File: src/hdl/sit_pkg.sv
// ----------------------------------------------------------------------------
// sit_pkg: shared types and constants for the sorted insert table
// Payload structs, status codes and the link that runs between cells.
// ----------------------------------------------------------------------------
package sit_pkg;

  localparam int CAPACITY    = 16;
  localparam int VALUE_WIDTH = 32;
  localparam int IDX_W       = $clog2(CAPACITY);
  localparam int CNT_W       = $clog2(CAPACITY + 1);

  localparam logic KIND_INSERT = 1'b0;
  localparam logic KIND_READ   = 1'b1;

  localparam logic [1:0] ST_OK       = 2'd0;
  localparam logic [1:0] ST_FULL     = 2'd1;
  localparam logic [1:0] ST_BAD_IDX  = 2'd2;

  typedef logic signed [VALUE_WIDTH-1:0] value_t;

  typedef struct packed {
    logic             kind;
    value_t           value;
    logic [IDX_W-1:0] index;
  } in_t;

  typedef struct packed {
    logic [CNT_W-1:0] position;
    value_t           stored;
    logic [CNT_W-1:0] count;
    logic [1:0]       status;
  } out_t;

  // What a cell hands to the cell above it.
  typedef struct packed {
    value_t entry;
    logic   valid;
    logic   gt;
  } link_t;

endpackage

File: src/hdl/sit_cell.sv
// ----------------------------------------------------------------------------
// sit_cell: one slot of the sorted insert table
// Holds one entry, compares it with the incoming value and shifts up on insert.
// ----------------------------------------------------------------------------
module sit_cell #(
  parameter int IDX = 0
) (
  input  logic                         clk,
  input  logic                         rst_n,
  input  logic                         ins,
  input  sit_pkg::value_t              value,
  input  logic                         rd_sel,
  input  sit_pkg::link_t               prev,
  output sit_pkg::link_t               link,
  output logic [sit_pkg::CNT_W-1:0]    pos_part,
  output sit_pkg::value_t              rd_part
);
  import sit_pkg::*;

  value_t entry_r, entry_nxt;
  logic   valid_r, valid_nxt;
  logic   gt;
  logic   take_v;

  assign gt     = valid_r && (entry_r > value);
  // The lowest cell that is larger, or the first empty one, takes the value.
  assign take_v = ins && !prev.gt && (gt || (!valid_r && prev.valid));

  always_comb begin
    entry_nxt = entry_r;
    valid_nxt = valid_r;
    if (ins && prev.gt) begin
      entry_nxt = prev.entry;
      valid_nxt = 1'b1;
    end else if (take_v) begin
      entry_nxt = value;
      valid_nxt = 1'b1;
    end
  end

  always_ff @(posedge clk) begin
    entry_r <= entry_nxt;
    if (!rst_n) begin
      valid_r <= 1'b0;
    end else begin
      valid_r <= valid_nxt;
    end
  end

  assign link     = '{entry: entry_r, valid: valid_r, gt: gt};
  assign pos_part = take_v ? CNT_W'(IDX) : '0;
  assign rd_part  = (rd_sel && valid_r) ? entry_r : '0;

endmodule

File: src/hdl/sorted_insert_table.sv
// ----------------------------------------------------------------------------
// sorted_insert_table: ascending table of signed values, built as a cell chain
// Inserts keep order (equal values stay in arrival order); reads fetch by index.
// ----------------------------------------------------------------------------
// Usage:
//   Drive in_item and raise start; the beat is taken at the edge where start
//   is high and busy is low. busy stays low: every cell compares its entry
//   with the new value and shifts in the same cycle, so one item is taken
//   per clock.
//   The result appears on out_item in the cycle after the input beat, with
//   out_valid high for exactly that cycle. The receiver cannot stall; a
//   result that is not taken in its cycle is gone.
//   Insert: position is where the value landed, count the new fill. A full
//   table rejects it with status full and stays unchanged.
//   Read: stored is the entry at index; an index at or past the fill
//   returns status bad index and stored zero.
//   Reset (rst_n low, synchronous) empties the table; entry contents are
//   not cleared, only the per-cell valid bits and the fill count.
// ----------------------------------------------------------------------------
module sorted_insert_table (
  input  logic          clk,
  input  logic          rst_n,
  input  logic          start,
  output logic          busy,
  input  sit_pkg::in_t  in_item,
  output logic          out_valid,
  output sit_pkg::out_t out_item
);
  import sit_pkg::*;

  logic             accept;
  logic             full;
  logic             ins;
  logic [CNT_W-1:0] fill_r, fill_nxt;
  logic             out_valid_r;
  out_t             out_r, out_nxt;

  link_t            links [CAPACITY+1];
  logic [CNT_W-1:0] pos_parts [CAPACITY];
  value_t           rd_parts [CAPACITY];
  logic [CNT_W-1:0] pos_any;
  value_t           rd_any;

  assign busy   = 1'b0;
  assign accept = start && !busy;
  assign full   = (fill_r == CNT_W'(CAPACITY));
  assign ins    = accept && (in_item.kind == KIND_INSERT) && !full;

  // Bottom of the chain: nothing below is larger, and it counts as filled.
  assign links[0] = '{entry: '0, valid: 1'b1, gt: 1'b0};

  for (genvar i = 0; i < CAPACITY; i++) begin : g_cell
    sit_cell #(.IDX(i)) u_cell (
      .clk      (clk),
      .rst_n    (rst_n),
      .ins      (ins),
      .value    (in_item.value),
      .rd_sel   (in_item.index == IDX_W'(i)),
      .prev     (links[i]),
      .link     (links[i+1]),
      .pos_part (pos_parts[i]),
      .rd_part  (rd_parts[i])
    );
  end

  always_comb begin
    pos_any = '0;
    rd_any  = '0;
    for (int i = 0; i < CAPACITY; i++) begin
      pos_any = pos_any | pos_parts[i];
      rd_any  = rd_any | rd_parts[i];
    end
  end

  always_comb begin
    fill_nxt = ins ? fill_r + CNT_W'(1) : fill_r;
    out_nxt  = '{position: '0, stored: '0, count: fill_nxt, status: ST_OK};
    if (in_item.kind == KIND_INSERT) begin
      if (full) begin
        out_nxt.status = ST_FULL;
      end else begin
        out_nxt.position = pos_any;
      end
    end else begin
      if (CNT_W'(in_item.index) >= fill_r) begin
        out_nxt.status = ST_BAD_IDX;
      end else begin
        out_nxt.stored = rd_any;
      end
    end
  end

  always_ff @(posedge clk) begin
    if (accept) begin
      out_r <= out_nxt;
    end
    if (!rst_n) begin
      fill_r      <= '0;
      out_valid_r <= 1'b0;
    end else begin
      fill_r      <= fill_nxt;
      out_valid_r <= accept;
    end
  end

  assign out_valid = out_valid_r;
  assign out_item  = out_r;

endmodule
File: config.mk
export PLATFORM = sky130hd
export DESIGN_NAME = sorted_insert_table
export DESIGN_NICKNAME = d
export VERILOG_FILES = /design/src/hdl/sit_pkg.sv /design/src/hdl/sit_cell.sv /design/src/hdl/sorted_insert_table.sv
export SDC_FILE = /design/constraint.sdc
export NUM_CORES = 2
export LEC_CHECK = 0
export ABC_AREA = 1
export BUFFER_PORTS_ARGS = -buffer_cell sky130_fd_sc_hd__buf_4
export CAP_MARGIN = 20
export CORE_MARGIN = 5
export CORE_UTILIZATION = 40
export CTS_BUF_LIST = sky130_fd_sc_hd__clkbuf_8
export CTS_CLUSTER_DIAMETER = 150
export DETAILED_ROUTE_END_ITERATION = 7
export GPL_TIMING_DRIVEN = 0
export HOLD_SLACK_MARGIN = 0.1
export SYNTH_ARGS = -nofsm -noshare
export SYNTH_HDL_FRONTEND = slang
export SYNTH_SLANG_ARGS = --single-unit
export TNS_END_PERCENT = 30
File: constraint.sdc
create_clock -name clk -period 4.6 [get_ports clk]
set_input_delay 0.92 -clock clk [delete_from_list [all_inputs] [get_ports clk]]
set_output_delay 0.92 -clock clk [all_outputs]
set_load 0.005 [all_outputs]
=== Word-level counts from Yosys, hierarchy flattened ===
Cells that the tools add are included.

* Bits in registers: 578
* Bits of input ports: 40

* Add/sub/neg operators: 1
* Magnitude comparators: 17
* Equality and inequality tests: 16
* Mux-type cells: 95
* Bitwise logic cells: 30
* Reductions and logical operators: 161

{| class="wikitable"
|+ Operators with widths
! operator !! number
|-
| two-way mux 32 bit || 46
|-
| greater-than comparator 32 bit || 16
|-
| bitwise OR 32 bit || 15
|-
| logical AND 1 bit || 95
|-
| bitwise OR 5 bit || 14
|-
| equality test 4 bit (second input constant) || 8
|-
| zero test 1 bit || 32
|-
| two-way mux 1 bit || 32
|-
| two-way mux 4 bit || 8
|-
| nonzero test 2 bit || 15
|-
| equality test 4 x 3 -> 1 bit (second input constant) || 4
|-
| logical OR 1 bit || 16
|-
| two-way mux 3 bit || 4
|-
| equality test 4 x 2 -> 1 bit (second input constant) || 2
|-
| two-way mux 2 bit || 4
|-
| adder 5 x 1 -> 5 bit (second input constant) || 1
|-
| equality test 5 bit (second input constant) || 1
|-
| >= comparator 4 x 5 -> 1 bit || 1
|-
| two-way mux 5 bit || 1
|-
| equality test 4 x 1 -> 1 bit (second input constant) || 1
|-
| zero test 4 bit || 1
|-
| OR reduction 2 bit || 2
|-
| NOT 1 bit || 1
|}

=== Depth between registers and ports, before layout ===
* Word-level depth: 20
* Mapped depth: 21

=== Cells and area by module ===
From an unflattened synthesis, not the netlist that was laid out.

* Cell total of the unflattened synthesis: 5982
* Area total of the unflattened synthesis: 44732.9 µm²

{| class="wikitable"
|+ By module, submodules not included
! module !! times used !! cells an instance !! area each (µm²)
|-
| sit_cell (g_cell[10].u_cell ...) || 14 || 337 || 2552.4
|-
| sorted_insert_table || 1 || 599 || 3910.0
|-
| sit_cell (g_cell[14].u_cell) || 1 || 335 || 2561.2
|-
| sit_cell (g_cell[0].u_cell) || 1 || 330 || 2527.4
|}

=== Least setup slack after synthesis ===
Ideal clock, no wire load.

* Path kind: input to register
* Start: input port in_item[27] (netlist name)
* End: register g_cell[0].u_cell.entry_r[0] (enable)
* Library setup time: 0.432 ns
* Arrival: 4.511 ns
* Setup slack: -0.343 ns
* Stages: 12
* Buffers on the path: 1
* Cell sequence: clkbuf_1 clkinv_1 ha_1 nand2_1 nor2_1 nand4_1 nor3b_2 nand2_1 nand3_1 and2_1 nand2_1 a21oi_1

* Word-level cells in the longest chain between the ends: 4

{| class="wikitable"
|+ Ends and longest elaborated chain
! item !! RTL line !! text
|-
| from (decl) || sorted_insert_table.sv:25 || <nowiki>input sit_pkg::in_t in_item,</nowiki>
|-
| greater-than comparator 32 bit || sit_cell.sv:25 || <nowiki>assign gt = valid_r && (entry_r > value);</nowiki>
|-
| logical AND 1 bit || sit_cell.sv:25 ||
|-
| logical OR 1 bit || sit_cell.sv:27 || <nowiki>assign take_v = ins && !prev.gt && (gt || (!valid_r && prev.valid));</nowiki>
|-
| logical AND 1 bit || sit_cell.sv:27 ||
|-
| via g_cell[0].u_cell.take_v || sit_cell.sv:23 || <nowiki>logic take_v;</nowiki>
|-
| to (signal assigned) || sit_cell.sv:42 || <nowiki>entry_r <= entry_nxt;</nowiki>
|-
| to (decl) || sit_cell.sv:20 || <nowiki>value_t entry_r, entry_nxt;</nowiki>
|}

The timed path passes the listed nets, and every way through them passes these cells.
A chain may end at the register's enable or synchronous reset.

=== Worst setup path in the final report ===
* Start: input port in_item[16] (netlist name)
* End: register g_cell[10].u_cell.entry_r[7] (enable)

* Word-level cells in the longest chain between the ends: 6
* Elaborated cells between the ends (all ways): 10

{| class="wikitable"
|+ Ends and longest elaborated chain
! item !! RTL line
|-
| greater-than comparator 32 bit || sit_cell.sv:25
|-
| logical AND 1 bit || sit_cell.sv:25
|-
| zero test 1 bit || sit_cell.sv:27
|-
| logical AND 1 bit (2 in series) || sit_cell.sv:27
|-
| nonzero test 2 bit (no line) (*) || n/a
|-
| to (signal assigned) || sit_cell.sv:42
|-
| to (decl) || sit_cell.sv:20
|}

Mark *: on every way between the ends. The rest lies on a longest branch, timed or not.

==> flow_summary.ini <==
[outcome]
status = finished, violations left
failing_checks = setup timing

[clocking]
clock_latency_of_the_later_clocked_register_in_the_worst_skew_pair_ps = 800
cts_hold_repair.buffers = 0
clock_path_buffers = 3
cts.reportedPaths.clkPinSlew_ps = 60
tritoncts = built
cts_buf_count = 108
clock_tree.root_cell = clkbuf_8
cts.sinks = 577
cts_htree_levels = 3

[flow_run]
timing.max_cap.violations = 0

[drt]
route.top_layer_used = met5
post_drt_via_cell_ratio = 5.91
detail_route.first_pass.iterations = 8
met3_length_microns = 21200
met2RoutedLength_microns = 71400
wl_per_cell_microns = 28.2
dr_total_vias = 35000
detailedRoute.firstIterationViolations = 4952
finalWirelength_microns = 167000
antenna_left = 0
drc = 0
met1_length_microns = 68100

[logic_synthesis]
synthArstFlopShare = 0
synth.largest_area_cell = edfxtp_1
synth_enable_flop_cells = 555
synth.top_cell.area_share = 0.425
synth_cell_type_count = 53
synth-main-ff-cell = edfxtp_1
register_area_share_after_synthesis = 0.437
library_cell_with_the_highest_instance_count_after_synthesis = nand2_1
postSynthRegisterBits = 577
synth.yosys.warnings = 0
synth_area_sq_um = 39200
ys_top_cells_by_area = edfxtp_1 (43%), ha_1 (17%), nand2_1 (9.5%)
syn_avg_cell_area_sq_um = 9.03
synth_commonest_cells = nand2_1 (993), edfxtp_1 (555), ha_1 (518), inv_1 (427), a21oi_1 (361)
syn-instance-count = 4339

[floorplan]
floorplan.die_area_sq_um = 104000
top_level_ports = 86
num_rows = 114
start_util = 0.404
area_inside_the_core_boundary_sq_um = 97000
die_w_microns = 323
fp.dieH_microns = 323

[min_path]
timing.hold.worst_path_depth = 1
min-delay-path-class = in2reg

[sta]
hold_viol = 0
tightest_slew_ps = 1320
setup_tns_ps = -828
maximum_clock_frequency_ghz = 0.215
layout_min_cycle_time_ps = 4640
final_count_of_negative_setup_slack_endpoints = 28
fin_worst_skew_ps = 44.3
report.final.slew_viol_count = 0
setup_slack_ps = -43.1
max_slew_margin = 0.121
period_share = 1.01
setup_repair_after_global_routing_missed_its_margin = true

[setup_path]
timing_worst_setup_path_type = in2reg
worstPathBufferInverterCount = 5
reg2regPathDepth = 5
critical-path-top-cell-by-count = nand2_1
critical_path.slowest_cell = clkinvlp_4
timing.critical_path.required_ps = 5120
timing.critical_path.max_delay_family = buffers and inverters
timing.critical_path.to_type = flop
crit_path_cell_trace = buf_4, clkbuf_1, clkinvlp_4, ha_1, nand2_1, nor3_1, nand2_1, nand2_1, nand2_1, nand3b_1, nand2_1, nand3_2, clkbuf_1, nand2_1, buf_16
timing.critical_path.from_type = input pin
cp_max_fo = 16
cp.depth = 15
crit_arrival_ps = 5170
timing.critical_path.slowest_cell_delay_ps = 720

[pwr]
power-per-cell-area_nw_per_um2 = 277
power.leakage_nw = 19.3
vdd.ir_drop.worst_mv = 0.231

[placed_design]
standard_cell_area_after_detailed_placement_sq_um = 42000
numPortBuffers = 82
final_replace_weighted_congestion = 1.00
post-dp-hpwl_microns = 135000

[layout]
fillCellCount = 9316
fraction_of_layout_cells_with_a_size_suffix_above_1 = 0.112
area_growth_syn_to_layout_pct = 13.2
design_area_sq_um = 44300
finalNetCount = 5118
layout.core_utilization = 0.457

[global_routing]
first_global_vias = 32200
globalRouteTotalUtil = 0.309
grt.overflow.total = 0
largest_net_degree_at_the_start_of_global_routing = 46
grt_first_pass_wirelength_microns = 227000
grt_antenna_before_repair = 5
[metal layers]
layer | vias up | GRT usage
met5 | - | 0
met4 | 4 | 0.101
met3 | 312 | 0.0827
met2 | 2027 | 0.472
met1 | 16800 | 0.429
li1 | 15900 | -
[cell type report]
type                            instances  area (sq um)  share of cell area
Timing Repair Buffer                  124          1320              0.0299
Buffer                                159          1000              0.0226
Timing Repair inverter                  7          52.6             0.00119
Tap cell                             1276          1600              0.0360
Clock buffer                          116          1600              0.0360
Clock inverter                         85           503              0.0113
Antenna cell                            2          5.00            0.000113
Multi-Input combinational cell       3125         19300               0.435
Inverter                              458          1850              0.0416
Sequential cell                       577         17100               0.386
[what timing repair did]
action                     CTS  global route
setup buffers               16             1
gates resized for setup     47            14
setup endpoints to repair  782           470
cloned                       5             2
[per-stage QoR]
stage          std cells  hold WS (ps)  worst slack, ps  power (mW)
6_report            5929           323            -43.1        12.3
2_1_floorplan       4340           481              242        6.76
3_5_place_dp        5722           573            -2010        7.24
5_1_grt             5928           311             -102        12.7
4_1_cts             5943           263             -121        12.2
3_3_place_gp        5698           561            -2240        7.19
[cell families (layout without fill, tap and decap cells)]
family / count (synthesis) / count (layout) / share of synthesized area
DFF: 577 / 577 / 0.437
buffers and inverters: 638 / 949 / 0.0714
adders and majority gates: 518 / 518 / 0.165
and+or+nand+nor: 1465 / 1465 / 0.152
AOI/OAI and AO/OA: 1136 / 1136 / 0.174
other: 1 / 4 / 0.0000957
xor gates and xnor gates: 4 / 4 / 0.000894
[final timing paths]
| check | slack [ps] | to | startpoint |
|---|---|---|---|
| setup / recovery | -40 | g_cell[10].u_cell.entry_r[7] | in_item[16] |
| hold / removal | 320 | g_cell[0].u_cell.entry_r[8] | in_item[12] |
| setup reg to reg | 730 | out_item[26] | g_cell[4].u_cell.valid_r |
| hold reg to reg | 590 | g_cell[11].u_cell.entry_r[16] | g_cell[10].u_cell.entry_r[16] |
[sequential cells by signal (all words and copies together) (netlist names)]
signal                 flops
out_valid                  1
g_cell.u_cell.entry_r    512
fill_r                     5
g_cell.u_cell.valid_r     16
out_item                  43
[cells in the final DEF, fill, tap and decap left out, drive strengths merged, types with 2 or more instances in the layout]
cell / n
xor2: 4
conb: 2
nor2: 297
a22oi: 5
a41oi: 30
nand3: 77
o21a: 32
inv: 474
clkinvlp: 21
buf: 222
a221oi: 115
dfxtp: 22
edfxtp: 555
diode: 2
nor3: 27
clkbuf: 177
and3: 6
clkinv: 50
a21o: 16
o21bai: 5
nand4: 45
o21ai: 430
nand2: 997
o22ai: 85
and2: 3
bufinv: 5
nor4: 7
o221ai: 5
nand3b: 4
ha: 518
a31oi: 11
a21oi: 398
[where the power goes]
part / switching, mW / internal, mW
logic: 0.872 / 0.445
registers: 0.0522 / 5.84
clock network: 2.45 / 2.60
No activity file was read; power rests on OpenSTA's default activity.
